===== src/rtl/sbld_pkg.sv =====
package sbld_pkg;

    // Default length limit of one label, in characters.
    localparam int MAX_CHARS_DEF = 1023;
    // Depth of the code queue between the front and the back. A power of two.
    localparam int QUEUE_DEPTH_DEF = 2;

    // Result kinds.
    localparam logic [1:0] KIND_CHAR = 2'd0;
    localparam logic [1:0] KIND_SEP  = 2'd1;
    localparam logic [1:0] KIND_END  = 2'd2;

    // Table selectors.
    localparam logic [1:0] MODE_NORMAL = 2'd0;
    localparam logic [1:0] MODE_PUNCT  = 2'd1;
    localparam logic [1:0] MODE_LOWER  = 2'd2;

    // Special codes of the normal table.
    localparam logic [5:0] CODE_LOWER_SHIFT = 6'h1B;
    localparam logic [5:0] CODE_PUNCT_SHIFT = 6'h1C;
    localparam logic [5:0] CODE_SEP_LO      = 6'h1D;
    localparam logic [5:0] CODE_SEP_HI      = 6'h1F;
    localparam logic [5:0] CODE_BASE_MAX    = 6'h2F;

    // One queue entry holds the codes completed by one input byte.
    typedef struct packed {
        logic       start;
        logic       two;
        logic [5:0] code_a;
        logic [5:0] code_b;
    } t_entry;

    // Outcome of decoding one code against the current table selector.
    typedef struct packed {
        logic       emit;
        logic [1:0] kind;
        logic [6:0] ch;
        logic       char_add;
        logic       sep;
        logic       fin;
        logic [1:0] new_mode;
    } t_dec;

    function automatic logic [6:0] base_char(input logic [5:0] code);
        logic [6:0] c;
        c = 7'd0;
        if (code == 6'd0) begin
            c = 7'h20;
        end else if (code <= 6'd26) begin
            c = 7'h40 + {1'b0, code};
        end else if (code >= 6'd32 && code <= 6'd41) begin
            c = {1'b0, code} + 7'd16;
        end
        return c;
    endfunction

    function automatic logic [6:0] punct_char(input logic [5:0] code);
        logic [6:0] c;
        c = 7'd0;
        if (code == 6'd0) begin
            c = 7'h40;
        end else if (code <= 6'd15) begin
            c = 7'h20 + {1'b0, code};
        end else if (code >= 6'd26 && code <= 6'd31) begin
            c = {1'b0, code} + 7'd32;
        end else if (code >= 6'd43 && code <= 6'd47) begin
            c = {1'b0, code} + 7'd48;
        end
        return c;
    endfunction

    function automatic logic [6:0] lower_char(input logic [5:0] code);
        logic [6:0] c;
        c = 7'd0;
        if (code <= 6'd26) begin
            c = 7'h60 + {1'b0, code};
        end
        return c;
    endfunction

    // Decodes one code. len_full is high when the label has reached its limit.
    function automatic t_dec decode_code(input logic [1:0] mode, input logic len_full,
                                         input logic [5:0] code);
        t_dec d;
        logic [6:0] bc;
        d = '0;
        d.new_mode = MODE_NORMAL;
        bc = base_char(code);
        if (mode == MODE_PUNCT) begin
            d.emit = 1'b1;
            d.kind = KIND_CHAR;
            d.ch = punct_char(code);
            d.char_add = 1'b1;
        end else if (mode == MODE_LOWER) begin
            d.emit = 1'b1;
            d.kind = KIND_CHAR;
            d.ch = lower_char(code);
            d.char_add = 1'b1;
        end else if (len_full || code > CODE_BASE_MAX) begin
            d.emit = 1'b1;
            d.kind = KIND_END;
            d.fin = 1'b1;
        end else if (bc != 7'd0) begin
            d.emit = 1'b1;
            d.kind = KIND_CHAR;
            d.ch = bc;
            d.char_add = 1'b1;
        end else if (code == CODE_PUNCT_SHIFT) begin
            d.new_mode = MODE_PUNCT;
        end else if (code == CODE_LOWER_SHIFT) begin
            d.new_mode = MODE_LOWER;
        end else if (code >= CODE_SEP_LO && code <= CODE_SEP_HI) begin
            d.emit = 1'b1;
            d.kind = KIND_SEP;
            d.sep = 1'b1;
        end
        return d;
    endfunction

endpackage


===== src/rtl/sbld_in_if.sv =====
interface sbld_in_if;
    logic       valid;
    logic       ready;
    logic       start_req;
    logic [7:0] data_byte;

    modport source (output valid, output start_req, output data_byte, input ready);
    modport sink (input valid, input start_req, input data_byte, output ready);
endinterface


===== src/rtl/sbld_out_if.sv =====
interface sbld_out_if;
    logic       valid;
    logic       ready;
    logic [1:0] kind;
    logic [6:0] char_code;
    logic       label_valid;
    logic       last;

    modport source (output valid, output kind, output char_code, output label_valid,
                    output last, input ready);
    modport sink (input valid, input kind, input char_code, input label_valid,
                  input last, output ready);
endinterface


===== src/rtl/sbld_front.sv =====
module sbld_front (
    input  logic              i_clk,
    input  logic              i_rst_n,
    sbld_in_if.sink           i_in,
    input  logic              i_q_full,
    output logic              o_push,
    output sbld_pkg::t_entry  o_entry
);

    // Leftover bits of the previous bytes, right aligned, and their count (0, 2 or 4).
    logic [4:0]  r_store, n_store;
    logic [2:0]  r_count, n_count;
    logic [4:0]  s_store;
    logic [2:0]  s_count;
    logic [12:0] s_comb;
    logic [2:0]  s_shift_a;
    logic        s_two;

    assign i_in.ready = !i_q_full;
    assign o_push     = i_in.valid && !i_q_full;

    always_comb begin
        s_store   = i_in.start_req ? 5'd0 : r_store;
        s_count   = i_in.start_req ? 3'd0 : r_count;
        s_comb    = {s_store, i_in.data_byte};
        s_shift_a = s_count + 3'd2;
        s_two     = (s_count >= 3'd4);

        o_entry.start  = i_in.start_req;
        o_entry.two    = s_two;
        o_entry.code_a = 6'(s_comb >> s_shift_a);
        o_entry.code_b = 6'(s_comb >> s_count[0]);

        n_store = s_comb[4:0];
        n_count = s_two ? (s_count - 3'd4) : s_shift_a;
    end

    always_ff @(posedge i_clk) begin
        if (!i_rst_n) begin
            r_count <= 3'd0;
        end else if (o_push) begin
            r_count <= n_count;
        end
    end

    always_ff @(posedge i_clk) begin
        if (o_push) begin
            r_store <= n_store;
        end
    end

endmodule


===== src/rtl/sbld_fifo.sv =====
module sbld_fifo #(
    parameter int DEPTH = sbld_pkg::QUEUE_DEPTH_DEF
) (
    input  logic              i_clk,
    input  logic              i_rst_n,
    input  logic              i_push,
    input  sbld_pkg::t_entry  i_data,
    output logic              o_full,
    input  logic              i_pop,
    output logic              o_valid,
    output sbld_pkg::t_entry  o_data
);

    localparam int PW = (DEPTH > 1) ? $clog2(DEPTH) : 1;

    sbld_pkg::t_entry r_mem [DEPTH];
    logic [PW-1:0]    r_wr, n_wr;
    logic [PW-1:0]    r_rd, n_rd;
    logic [PW:0]      r_cnt, n_cnt;
    logic             s_push;
    logic             s_pop;

    assign o_full  = (r_cnt == (PW+1)'(DEPTH));
    assign o_valid = (r_cnt != '0);
    assign o_data  = r_mem[r_rd];
    assign s_push  = i_push && !o_full;
    assign s_pop   = i_pop && o_valid;

    always_comb begin
        n_wr  = r_wr;
        n_rd  = r_rd;
        n_cnt = r_cnt;
        if (s_push) begin
            n_wr = (r_wr == PW'(DEPTH - 1)) ? '0 : r_wr + 1'b1;
        end
        if (s_pop) begin
            n_rd = (r_rd == PW'(DEPTH - 1)) ? '0 : r_rd + 1'b1;
        end
        if (s_push && !s_pop) begin
            n_cnt = r_cnt + 1'b1;
        end else if (s_pop && !s_push) begin
            n_cnt = r_cnt - 1'b1;
        end
    end

    always_ff @(posedge i_clk) begin
        if (!i_rst_n) begin
            r_wr  <= '0;
            r_rd  <= '0;
            r_cnt <= '0;
        end else begin
            r_wr  <= n_wr;
            r_rd  <= n_rd;
            r_cnt <= n_cnt;
        end
    end

    always_ff @(posedge i_clk) begin
        if (s_push) begin
            r_mem[r_wr] <= i_data;
        end
    end

endmodule


===== src/rtl/sbld_back.sv =====
module sbld_back #(
    parameter int MAX_CHARS = sbld_pkg::MAX_CHARS_DEF
) (
    input  logic              i_clk,
    input  logic              i_rst_n,
    input  logic              i_q_valid,
    input  sbld_pkg::t_entry  i_q_entry,
    output logic              o_q_pop,
    sbld_out_if.source        o_out
);

    // The label length saturates at the limit; only "zero", "one below limit" and "at limit" matter.
    localparam int         LW   = $clog2(MAX_CHARS + 1);
    localparam logic [LW-1:0] MAXL = LW'(MAX_CHARS);
    localparam logic [LW-1:0] MAXM = LW'(MAX_CHARS - 1);

    logic [1:0]    r_mode, n_mode;
    logic [LW-1:0] r_len, n_len;
    logic          r_fnz, n_fnz;
    logic          r_fin, n_fin;
    logic          r_phase, n_phase;

    logic          r_out_valid, n_out_valid;
    logic [1:0]    r_kind;
    logic [6:0]    r_char;
    logic          r_lvalid;
    logic          r_last;

    logic          s_drop, s_work, s_rst;
    logic [1:0]    s_mode;
    logic [LW-1:0] s_len;
    logic          s_fnz;
    logic [5:0]    s_code;
    logic          s_full_after;
    logic          s_more;
    logic          s_last;
    sbld_pkg::t_dec s_dec, s_dec_b;

    always_comb begin
        s_rst  = !r_phase && i_q_entry.start;
        s_drop = i_q_valid && r_fin && !i_q_entry.start;
        s_work = i_q_valid && !s_drop && (!r_out_valid || o_out.ready);

        s_mode = s_rst ? sbld_pkg::MODE_NORMAL : r_mode;
        s_len  = s_rst ? '0 : r_len;
        s_fnz  = s_rst ? 1'b0 : r_fnz;
        s_code = r_phase ? i_q_entry.code_b : i_q_entry.code_a;

        s_dec = sbld_pkg::decode_code(s_mode, s_len >= MAXL, s_code);

        // Look ahead at the second code of the byte to tell whether this result is last.
        if (s_dec.sep) begin
            s_full_after = 1'b0;
        end else if (s_dec.char_add) begin
            s_full_after = (s_len >= MAXM);
        end else begin
            s_full_after = (s_len >= MAXL);
        end
        s_dec_b = sbld_pkg::decode_code(s_dec.new_mode, s_full_after, i_q_entry.code_b);
        s_more  = !r_phase && i_q_entry.two && !s_dec.fin;
        s_last  = !(s_more && s_dec_b.emit);

        n_mode  = r_mode;
        n_len   = r_len;
        n_fnz   = r_fnz;
        n_fin   = r_fin;
        n_phase = r_phase;
        if (s_work) begin
            n_mode  = s_dec.new_mode;
            n_fin   = s_dec.fin;
            n_phase = s_more;
            n_len   = s_len;
            n_fnz   = s_fnz;
            if (s_dec.sep) begin
                n_len = '0;
                n_fnz = 1'b0;
            end else if (s_dec.char_add) begin
                n_len = (s_len == MAXL) ? s_len : s_len + 1'b1;
                if (s_len == '0) begin
                    n_fnz = (s_dec.ch != 7'd0);
                end
            end
        end

        o_q_pop     = s_drop || (s_work && !s_more);
        n_out_valid = (r_out_valid && !o_out.ready) || (s_work && s_dec.emit);
    end

    always_ff @(posedge i_clk) begin
        if (!i_rst_n) begin
            r_mode      <= sbld_pkg::MODE_NORMAL;
            r_len       <= '0;
            r_fnz       <= 1'b0;
            r_fin       <= 1'b0;
            r_phase     <= 1'b0;
            r_out_valid <= 1'b0;
        end else begin
            r_mode      <= n_mode;
            r_len       <= n_len;
            r_fnz       <= n_fnz;
            r_fin       <= n_fin;
            r_phase     <= n_phase;
            r_out_valid <= n_out_valid;
        end
    end

    always_ff @(posedge i_clk) begin
        if (s_work && s_dec.emit) begin
            r_kind   <= s_dec.kind;
            r_char   <= s_dec.ch;
            r_lvalid <= (s_dec.kind != sbld_pkg::KIND_CHAR) && (s_len != '0) && s_fnz;
            r_last   <= s_last;
        end
    end

    assign o_out.valid       = r_out_valid;
    assign o_out.kind        = r_kind;
    assign o_out.char_code   = r_char;
    assign o_out.label_valid = r_lvalid;
    assign o_out.last        = r_last;

endmodule


===== src/rtl/six_bit_label_decoder.sv =====
// Decoder for text packed as 6-bit codes, most significant bit first, one byte per item.
// Each input item carries one byte and a start flag that clears all decoding state
// before the byte is used. Every completed code yields at most one result item: a
// character (kind 0), a label separator (kind 1) or the end of the string (kind 2),
// and the final result caused by a byte carries last. Bytes after an end of string
// give no results until the next start. The front takes one byte per cycle into a
// short queue while it has room; the back decodes one 6-bit code per cycle while
// its output register is empty or being taken, and works on a byte once for each
// code it completes (one or two). A steady byte stream carries four codes per three
// bytes. With the queue empty and the output free, a byte's entry is registered in
// the queue, and the result of its first code then in the output register.
module six_bit_label_decoder #(
    parameter int MAX_CHARS   = sbld_pkg::MAX_CHARS_DEF,
    parameter int QUEUE_DEPTH = sbld_pkg::QUEUE_DEPTH_DEF
) (
    input  logic        i_clk,
    input  logic        i_rst_n,
    sbld_in_if.sink     i_in,
    sbld_out_if.source  o_out
);

    // Queue traffic between the byte splitter and the code decoder.
    logic             s_push;
    logic             s_q_full;
    logic             s_q_valid;
    logic             s_q_pop;
    sbld_pkg::t_entry s_push_entry;
    sbld_pkg::t_entry s_q_entry;

    // The front splits each byte into its completed codes.
    sbld_front u_front (
        .i_clk   (i_clk),
        .i_rst_n (i_rst_n),
        .i_in    (i_in),
        .i_q_full(s_q_full),
        .o_push  (s_push),
        .o_entry (s_push_entry)
    );

    // The queue lets the front keep taking bytes while the back is stalled.
    sbld_fifo #(
        .DEPTH(QUEUE_DEPTH)
    ) u_fifo (
        .i_clk   (i_clk),
        .i_rst_n (i_rst_n),
        .i_push  (s_push),
        .i_data  (s_push_entry),
        .o_full  (s_q_full),
        .i_pop   (s_q_pop),
        .o_valid (s_q_valid),
        .o_data  (s_q_entry)
    );

    // The back decodes codes one per cycle, while its output is free, into the registered output.
    sbld_back #(
        .MAX_CHARS(MAX_CHARS)
    ) u_back (
        .i_clk    (i_clk),
        .i_rst_n  (i_rst_n),
        .i_q_valid(s_q_valid),
        .i_q_entry(s_q_entry),
        .o_q_pop  (s_q_pop),
        .o_out    (o_out)
    );

endmodule


===== src/flat_wrapper.sv =====
// flat-port wrapper written by rule: the top's interface ports become plain ports
module six_bit_label_decoder_flat 
#(
    parameter int MAX_CHARS   = sbld_pkg::MAX_CHARS_DEF,
    parameter int QUEUE_DEPTH = sbld_pkg::QUEUE_DEPTH_DEF
)
  (i_clk, i_rst_n, i_in_valid, i_in_start_req, i_in_data_byte, i_in_ready, o_out_valid, o_out_kind, o_out_char_code, o_out_label_valid, o_out_last, o_out_ready);
  sbld_in_if i_in_i ();
  sbld_out_if o_out_i ();
  input  logic i_clk;
  input  logic i_rst_n;
  input wire logic [$bits(i_in_i.valid)-1:0] i_in_valid;
  input wire logic [$bits(i_in_i.start_req)-1:0] i_in_start_req;
  input wire logic [$bits(i_in_i.data_byte)-1:0] i_in_data_byte;
  output wire logic [$bits(i_in_i.ready)-1:0] i_in_ready;
  output wire logic [$bits(o_out_i.valid)-1:0] o_out_valid;
  output wire logic [$bits(o_out_i.kind)-1:0] o_out_kind;
  output wire logic [$bits(o_out_i.char_code)-1:0] o_out_char_code;
  output wire logic [$bits(o_out_i.label_valid)-1:0] o_out_label_valid;
  output wire logic [$bits(o_out_i.last)-1:0] o_out_last;
  input wire logic [$bits(o_out_i.ready)-1:0] o_out_ready;
  assign i_in_i.valid = i_in_valid;
  assign i_in_i.start_req = i_in_start_req;
  assign i_in_i.data_byte = i_in_data_byte;
  assign i_in_ready = i_in_i.ready;
  assign o_out_valid = o_out_i.valid;
  assign o_out_kind = o_out_i.kind;
  assign o_out_char_code = o_out_i.char_code;
  assign o_out_label_valid = o_out_i.label_valid;
  assign o_out_last = o_out_i.last;
  assign o_out_i.ready = o_out_ready;
  six_bit_label_decoder #(.MAX_CHARS(MAX_CHARS), .QUEUE_DEPTH(QUEUE_DEPTH)) u_core (.i_clk(i_clk), .i_rst_n(i_rst_n), .i_in(i_in_i), .o_out(o_out_i));
endmodule

===== config.mk =====
export PLATFORM = sky130hd
export DESIGN_NAME = six_bit_label_decoder_flat
export DESIGN_NICKNAME = d
export VERILOG_FILES = /design/src/rtl/sbld_pkg.sv /design/src/rtl/sbld_in_if.sv /design/src/rtl/sbld_out_if.sv /design/src/rtl/sbld_front.sv /design/src/rtl/sbld_fifo.sv /design/src/rtl/sbld_back.sv /design/src/rtl/six_bit_label_decoder.sv /design/src/flat_wrapper.sv
export SDC_FILE = /design/constraint.sdc
export NUM_CORES = 1
export LEC_CHECK = 0
export ABC_CLOCK_PERIOD_IN_PS = 13150
export BUFFER_PORTS_ARGS = -buffer_cell sky130_fd_sc_hd__buf_2
export CORE_MARGIN = 2
export CORE_UTILIZATION = 60
export DETAILED_ROUTE_END_ITERATION = 8
export GPL_TIMING_DRIVEN = 0
export PLACE_DENSITY = 0.79
export SLEW_MARGIN = 15
export SYNTH_ARGS = -nofsm -noshare
export SYNTH_HDL_FRONTEND = slang
export SYNTH_HIERARCHICAL = 1
export SYNTH_SLANG_ARGS = --single-unit

===== constraint.sdc =====
create_clock -name i_clk -period 13.15 [get_ports i_clk]
set_input_delay 2.63 -clock i_clk [delete_from_list [all_inputs] [get_ports i_clk]]
set_output_delay 2.63 -clock i_clk [all_outputs]
set_load 0.01 [all_outputs]

==> results of run 1 <==
[synth_stat cells, drive strengths merged, types with 5 or more instances]
master	number
nand2	56
edfxtp	44
a21oi	31
nor2	29
dfxtp	24
o21ai	20
inv	19
mux2	18
ha	14
nand2b	14
and3	13
buf	13
mux2i	12
clkbuf	11
nand3	10
nor3	9
a31oi	8
nor2b	8
and2	7
a211oi	6
a32o	6
o211ai	6
o221ai	6
a22o	5
or2	5
or3	5
[worst register-to-register path, stage by stage, from the launching register on]
cell and delay, ns:
dfxtp_1 0.44, buf_2 0.29, mux2_2 0.42, mux2i_1 0.77
inv_1 0.24, ha_1 0.32, a41o_1 0.26, o22a_1 0.27
a221oi_4 0.48, nand2_1 0.15, a31oi_2 0.40, buf_2 0.30
nand2_1 0.13, nor4_1 0.26, o221a_2 0.24
[worst max path at each step]
stage / from / to / slack (ns) / depth (start not counted)
after floorplan: flip-flop / u_core/u_back/o_out.char_code[0]$_DFFE_PP_ / 8.91 / 11
after global placement: flip-flop / u_core/u_back/o_out.char_code[3]$_DFFE_PP_ / 7.89 / 11
after detailed placement: flip-flop / u_core/u_back/r_len[6]$_SDFFE_PN0P_ / 8.22 / 14
after CTS: flip-flop / u_core/u_back/r_len[6]$_SDFFE_PN0P_ / 8.19 / 14
after global routing: flip-flop / u_core/u_fifo/r_cnt[1]$_SDFFE_PN0P_ / 7.82 / 14
final: flip-flop / u_core/u_back/r_len[6]$_SDFFE_PN0P_ / 8.13 / 14
[state kept, by name, indices dropped and copies added, names as in the netlist, named ones only]
signal,flops
u_core/u_back/r_fnz,1
u_core/u_fifo/r_wr,1
u_core/u_back/r_len,10
u_core/u_back/o_out.char_code,7
u_core/u_front/r_count,3
u_core/u_fifo/r_cnt,2
u_core/u_fifo/r_rd,1
u_core/u_back/r_phase,1
u_core/u_back/o_out.last,1
u_core/u_front/r_store,5
u_core/u_back/o_out.kind,2
u_core/u_back/o_out.label_valid,1
u_core/u_back/o_out.valid,1
u_core/u_back/r_fin,1
u_core/u_fifo/r_mem,28
u_core/u_back/r_mode,2
[cell usage in the layout, fill, tap and decap left out, types with 7 or more instances in the layout]
cell type / synthesis / layout
a21oi_1: 31 / 30
inv_1: 17 / 17
nand3_1: 10 / 10
mux2i_1: 10 / 10
dfxtp_1: 24 / 24
and2_1: 7 / 7
and3_1: 13 / 13
mux2_2: 17 / 17
nor2_1: 28 / 28
ha_1: 14 / 14
nand2_1: 56 / 56
nand2b_1: 13 / 13
buf_2: 6 / 30
clkbuf_1: 11 / 11
clkbuf_8: 0 / 9
edfxtp_1: 44 / 44
o21ai_0: 17 / 17
a31oi_1: 7 / 7
[area by class of cell]
cell class / count / area (um2)
clock inverter: 7 / 67.6
timing repair buffer: 24 / 120
tap: 99 / 124
multi-input combinational: 356 / 2470
inverter: 20 / 75.1
buffer: 24 / 154
clock buffer: 9 / 124
fill: 591 / 2310
sequential: 68 / 1800
[report_power, final]
group / switching [mW] / internal [mW] / total (mW) / leakage [nW]
clock network: 0.0820 / 0.0865 / 0.168 / 0.0926
registers: 0.0182 / 0.295 / 0.313 / 0.608
logic: 0.345 / 0.202 / 0.547 / 1.15
[stage by stage]
| step | worst slack, ns | area [um2] | power, mW |
|---|---|---|---|
| detailed placement | 8.22 | 4740 | 0.851 |
| CTS | 8.19 | 4930 | 1.02 |
| floorplan | 8.91 | 4500 | 0.715 |
| global placement | 7.89 | 4740 | 0.833 |
| finish | 8.13 | 4940 | 1.03 |
| global route | 7.82 | 4940 | 1.10 |
[layer usage]
metal  vias to the layer above  GRT usage (%)
met1                      1860           38.2
met5                         -              0
met3                        18           4.01
met2                       154           41.7
met4                         0           8.85
li1                       1838              -
[logic make-up after synthesis]
group	count (synthesis)	synth area share, %
adder cells (fa/ha/maj)	14	3.90
multiplexers	30	7.74
AND/OR/NAND/NOR	183	21.8
flip-flops	68	40.1
AO/OA/AOI/OAI	125	20.6
buffers and inverters	44	5.09
XOR/XNOR	4	0.779
==> metrics.md, run 1 <==
| Metric | Value |
|---|---|
| Outcome | `complete, no violations` |
| Detailed-route wire length | `roughly 11 mm` |
| Setup crit end kind | `flip-flop` |
| Final Non-Filler Cells | `between 600 and 700` |
| Peak VDD IR | `about 0.15 mV` |
| Crit start category | `flip-flop` |
| Pwr Density | `~210 mW/mm2` |
| Cells after Synth | `~470` |
| Worst hold endpoint | `u_core/u_back/r_fin$_SDFFE_PN0P_` |
| H-tree levels | `3` |
| Slowest CP cell | `mux2i_1` |
| Arrival @ worst endpoint | `roughly 5.3 ns` |
| Worst path bufs/invs | `3` |
| Worst R2R End | `u_core/u_back/r_len[6]$_SDFFE_PN0P_` |
| CP top delay family | `compound AO/OA/AOI/OAI gates` |
| Layout Nets | `530` |
| Final core occ | `68.1%` |
| Clk root buf | `clkbuf_8` |
| Leading area contributor after synthesis | `edfxtp_1` |
| Cell count of the worst reg-to-reg path | `14` |
| Top Metal Used | `met4` |
| Clock Skew | `0.0137 ns` |
| Clock sinks | `68` |
| Synth Warn # | `6` |
| Netlist Area Pre-Place | `approximately 0.0045 mm2` |
| Die W | `between 90 and 100 um` |
| DR vias | `~3.9k` |
| Post-CTS Resized | `0` |
| Hold depth | `2` |
| CTS tree | `done` |
| Final min period | `about 5.0 ns` |
| Post-synth top flop | `edfxtp_1` |
| Core area | `0.00725 mm2` |
| Largest net degree at the start of global routing | `16` |
| WL per Instance | `around 17 um` |
| Critical Path RT | `13.44 ns` |
| Reg clk slew, reported paths | `about 0.080 ns` |
| Area delta synth->final | `9.91%` |
| Fin. Hold Viols | `0` |
| RSZ-0062 raised after global routing | `no` |
| Slowest stage delay, CP | `0.77 ns` |
| Die Y-Extent | `between 90 and 100 um` |
| Bufs on Longest Clock Path | `2` |
| All-Layer GR Usage | `26.7%` |
| Clock Latency Late Sink | `roughly 0.34 ns` |
| Rel. slew slack | `about a third` |
| Post-synth ARST share | `0%` |
| Layout cells sized above 1 | `between 15 and 20%` |
| Post-route ant nets | `0` |
| Initial core utilization | `62.0%` |
| First-pass GRT wire length | `approximately 18 mm` |
| Share of the synthesized area in the top cell type | `between 20 and 30%` |
| RePlAce Congestion | `roughly 0.9` |
| Syn Nets | `roughly 500` |
| Die ar. | `~0.008 mm2` |
| Yosys reg bits | `68` |
| Initial antenna violation count | `0` |
| DR WL met2 | `5.00 mm` |
| Top-Level Pins | `26` |
| Placed insts | `about 590` |
| Post-CTS Setup Bufs | `0` |
| Met1 wire length | `between 4 and 5 mm` |
| Setup TNS | `0 ns` |
| # setup viols final | `0` |
| Cts hold-fix bufs | `0` |
| TritonRoute pass-1 iters | `5` |
| Worst slew pin tran | `0.965 ns` |
| Max Cap Viol | `0` |
| Initial DRC count | `348` |
| Hold Slack | `between 0.4 and 0.5 ns` |
| Number of port buffers | `24` |
| Synth top area cells | `edfxtp_1 (29%), dfxtp_1 (11%), nand2_1 (4.7%)` |
| Routed vias/inst | `between 6 and 7` |
| Hold Crit Start | `u_core/u_back/r_fin$_SDFFE_PN0P_` |
| Post-synthesis sequential area ratio | `~40%` |
| Met3 Wirelength | `between 700 and 800 um` |
| Reg2reg setup slack | `slightly above 8 ns` |
| Number of flops mapped to enable cells by yosys | `44` |
| Leakage | `approximately 1.9 nW` |
| Distinct cells, synth | `80` |
| Vias in the first global route | `approximately 3.6k` |
| ANT cells | `0` |
| CP Class | `flip-flop to flip-flop` |
| CTS Buf Count | `9` |
| Rows | `31` |
| FMAX | `around 200 MHz` |
| Crit-path max FO | `12` |
| Avg Inst Size Synth | `9.61 um2` |
| DRC | `0` |
| Final Slew Violations | `0` |
| CP cell instances | `buf_2, mux2_2, mux2i_1, inv_1, ha_1, a41o_1, o22a_1, a221oi_4, nand2_1, a31oi_2, buf_2, nand2_1, nor4_1, o221a_2` |
| HPWL after detailed placement | `just under 8 mm` |
| Tcrit/Tclk final | `about two fifths` |
| Worst min path class | `flip-flop to flip-flop` |
| Grt ovf | `0` |
Note: power is estimated with default switching activity, not from simulation.
==> run 2: changes to the inputs <==
--- a/config.mk
+++ b/config.mk
@@ -5,13 +5,14 @@
 export SDC_FILE = /design/constraint.sdc
 export NUM_CORES = 1
 export LEC_CHECK = 0
-export ABC_CLOCK_PERIOD_IN_PS = 13150
+export ABC_AREA = 1
+export ABC_CLOCK_PERIOD_IN_PS = 4100
 export BUFFER_PORTS_ARGS = -buffer_cell sky130_fd_sc_hd__buf_2
 export CORE_MARGIN = 2
-export CORE_UTILIZATION = 60
+export CORE_UTILIZATION = 56
 export DETAILED_ROUTE_END_ITERATION = 8
 export GPL_TIMING_DRIVEN = 0
-export PLACE_DENSITY = 0.79
+export PLACE_DENSITY = 0.77
 export SLEW_MARGIN = 15
 export SYNTH_ARGS = -nofsm -noshare
 export SYNTH_HDL_FRONTEND = slang
==> constraint.sdc (replaced) <==
create_clock -name i_clk -period 4.1 [get_ports i_clk]
set_input_delay 0.82 -clock i_clk [delete_from_list [all_inputs] [get_ports i_clk]]
set_output_delay 0.82 -clock i_clk [all_outputs]
set_load 0.01 [all_outputs]
==> metrics.md, run 2 <==
| Metric | Value |
|---|---|
| Critical Path RT | `4.11 ns (was 13.44 ns)` |
| Netlist Area Pre-Place | `0.00447 mm2 (was 0.00450 mm2)` |
| Clock sinks | `68 (unchanged)` |
| Most frequent cells in the layout | `nand2_1 (134), nand3_1 (82), inv_1 (70) (was nand2_1 (56), edfxtp_1 (44), buf_2 (30), a21oi_1 (30), nor2_1 (28))` |
| ANT cells | `0 (unchanged)` |
| Pwr Density | `754 mW/mm2 (was 208 mW/mm2)` |
| Synth top area cells | `edfxtp_1 (30%), nand2_1 (11%), dfxtp_1 (11%) (was edfxtp_1 (29%), dfxtp_1 (11%), nand2_1 (4.7%))` |
| Flip-flop count of the largest register after layout | `28 (unchanged)` |
| Outcome | `complete, no violations (unchanged)` |
| Layout Nets | `630 (was 530)` |
| Post-synth top flop | `edfxtp_1 (unchanged)` |
| Number of port buffers | `25 (was 24)` |
| Setup TNS | `0 ns (unchanged)` |
| Post-CTS Resized | `0 (unchanged)` |
| Detailed-route wire length | `9.67 mm (was 10.6 mm)` |
| Post-synthesis sequential area ratio | `40.3% (was 40.1%)` |
| Worst slew pin tran | `0.699 ns (was 0.965 ns)` |
| Final min period | `3.84 ns (was 5.02 ns)` |
| TritonRoute pass-1 iters | `5 (unchanged)` |
| Area delta synth->final | `9.82% (was 9.91%)` |
| Rel. slew slack | `53.4% (was 33.8%)` |
| RePlAce Congestion | `0.968 (was 0.904)` |
| Leakage | `2.25 nW (was 1.85 nW)` |
| Max Cap Viol | `0 (unchanged)` |
| Die Y-Extent | `93.4 um (was 90.6 um)` |
| Worst Setup Slack, final | `0.256 ns (was 8.13 ns)` |
| Reg clk slew, reported paths | `0.08 ns (about the same)` |
| Routed vias/inst | `5.60 (was 6.38)` |
| Clock Latency Late Sink | `0.35 ns (was 0.34 ns)` |
| Final Non-Filler Cells | `710 (was 607)` |
| Die W | `93.4 um (was 90.6 um)` |
| First-pass GRT wire length | `16.5 mm (was 17.7 mm)` |
| Clock Skew | `0.0118 ns (was 0.0137 ns)` |
| Initial DRC count | `229 (was 348)` |
| H-tree levels | `3 (unchanged)` |
| Setup crit end kind | `flip-flop (unchanged)` |
| Post-route ant nets | `0 (unchanged)` |
| Crit-path max FO | `11 (was 12)` |
| CTS Buf Count | `9 (unchanged)` |
| Commonest non-fill, non-tap cell in the layout | `nand2_1 (unchanged)` |
| Avg Inst Size Synth | `7.89 um2 (was 9.61 um2)` |
| Core area | `0.00773 mm2 (was 0.00725 mm2)` |
| Tcrit/Tclk final | `93.8% (was 38.2%)` |
| Fin. Hold Viols | `0 (unchanged)` |
| Cts hold-fix bufs | `0 (unchanged)` |
| Cells after Synth | `567 (was 468)` |
| Peak VDD IR | `0.299 mV (was 0.150 mV)` |
| Grt ovf | `0 (unchanged)` |
| Post-synth ARST share | `0% (unchanged)` |
| Most flop-heavy register | `u_core/u_fifo/r_mem (unchanged)` |
| Syn Nets | `594 (was 495)` |
| FMAX | `260 MHz (was 199 MHz)` |
| # setup viols final | `0 (unchanged)` |
| Vias in the first global route | `3708 (was 3558)` |
| Worst min path class | `flip-flop to flip-flop (unchanged)` |
| CP Class | `flip-flop to flip-flop (unchanged)` |
| Layout cells sized above 1 | `19.1% (was 18.5%)` |
| Share of the synthesized area in the top cell type | `29.5% (was 29.4%)` |
| Bufs on Longest Clock Path | `2 (unchanged)` |
| Clk root buf | `clkbuf_8 (unchanged)` |
| Leading area contributor after synthesis | `edfxtp_1 (unchanged)` |
| Count leader, synth | `nand2_1 (unchanged)` |
| Largest net degree at the start of global routing | `15 (was 16)` |
| Die ar. | `0.00872 mm2 (was 0.00820 mm2)` |
| Yosys reg bits | `68 (unchanged)` |
| DR vias | `3974 (was 3870)` |
| CTS tree | `done (unchanged)` |
| Final Slew Violations | `0 (unchanged)` |
| Dpl ws | `0.0549 ns (was 8.22 ns)` |
| Initial antenna violation count | `0 (unchanged)` |
| Distinct cells, synth | `38 (was 80)` |
| Rows | `32 (was 31)` |
| Synth top cells by count | `nand2_1 (134), nand3_1 (82), inv_1 (70), edfxtp_1 (44), nor2_1 (39) (was nand2_1 (56), edfxtp_1 (44), a21oi_1 (31), nor2_1 (28), dfxtp_1 (24))` |
| Placed insts | `694 (was 591)` |
| Crit start category | `flip-flop (unchanged)` |
| Hold Slack | `0.471 ns (was 0.466 ns)` |
| Arrival @ worst endpoint | `3.86 ns (was 5.31 ns)` |
| Synth Warn # | `6 (unchanged)` |
| Number of flops mapped to enable cells by yosys | `44 (unchanged)` |
| HPWL after detailed placement | `7.22 mm (was 7.70 mm)` |
| Top-Level Pins | `26 (unchanged)` |
| Final Total Pwr | `3.70 mW (was 1.03 mW)` |
| Post-CTS Setup Bufs | `0 (unchanged)` |
| DRC | `0 (unchanged)` |
| WL per Instance | `13.6 um (was 17.5 um)` |
| All-Layer GR Usage | `23.7% (was 26.7%)` |
| Initial core utilization | `57.9% (was 62.0%)` |
-- run 2: cell type report --
cell class / instances / area [um2]
Buffer: 13 / 100
Fill cell: 681 / 2820
Clock inverter: 7 / 53.8
Clock buffer: 9 / 124
Tap cell: 102 / 128
Multi-Input combinational cell: 408 / 2280
Timing Repair Buffer: 25 / 125
Inverter: 78 / 295
Sequential cell: 68 / 1800
-- run 2: metal layers --
metal,vias up,share of wire [%],track usage [%]
li1,1967,-,-
met2,131,49,40.9
met3,19,5.4,4.51
met5,-,0,0
met1,1857,44,30.1
met4,0,1.5,7.48
-- run 2: final timing paths --
check	start	depth (start not counted)	slack [ns]	end
max	flip-flop	21	0.26	u_core/u_back/o_out.char_code[4]$_DFFE_PP_
min	u_core/u_back/r_len[1]$_SDFFE_PN0P_	2	0.47	u_core/u_back/r_len[1]$_SDFFE_PN0P_
max reg2reg	flip-flop	21	0.26	u_core/u_back/o_out.char_code[4]$_DFFE_PP_
min reg2reg	u_core/u_back/r_len[1]$_SDFFE_PN0P_	2	0.47	u_core/u_back/r_len[1]$_SDFFE_PN0P_
-- run 2: stage by stage --
stage                     cell area, um2  utilization [%]
after global placement              4730             61.2
final                               4910             63.6
after detailed placement            4730             61.2
after floorplan                     4470                -
after global routing                4910             63.6
after CTS                           4900             63.5
-- run 2: kinds of logic after synthesis --
kind of cell / Yosys count / synth area share (%)
AND/OR/NAND/NOR: 321 / 35.4
AO/OA/AOI/OAI: 51 / 6.46
adder cells (fa/ha/maj): 14 / 3.92
flip-flops: 68 / 40.3
buffers and inverters: 91 / 8.84
multiplexers: 14 / 3.52
XOR/XNOR: 8 / 1.57
-- run 2: critical path, stage by stage, from the launching register on --
cell and delay (ns):
dfxtp_1 0.49, buf_6 0.21, mux2_2 0.38, inv_1 0.16
nand2_1 0.09, o21ai_2 0.17, inv_1 0.23, ha_1 0.27
nand3_2 0.15, nand2_2 0.08, nor2_4 0.14, nor2_8 0.05
nand2_4 0.07, inv_2 0.04, nor2_1 0.08, o21ai_1 0.08
nand2_2 0.12, buf_6 0.19, nor2_8 0.04, nand2_1 0.06
nand2_1 0.08, inv_1 0.31
-- run 2: power breakdown --
part / switching, mW / total, mW / internal, mW
Clock: 0.262 / 0.482 / 0.220
Sequential: 0.0798 / 1.06 / 0.976
Combinational: 1.45 / 2.16 / 0.717
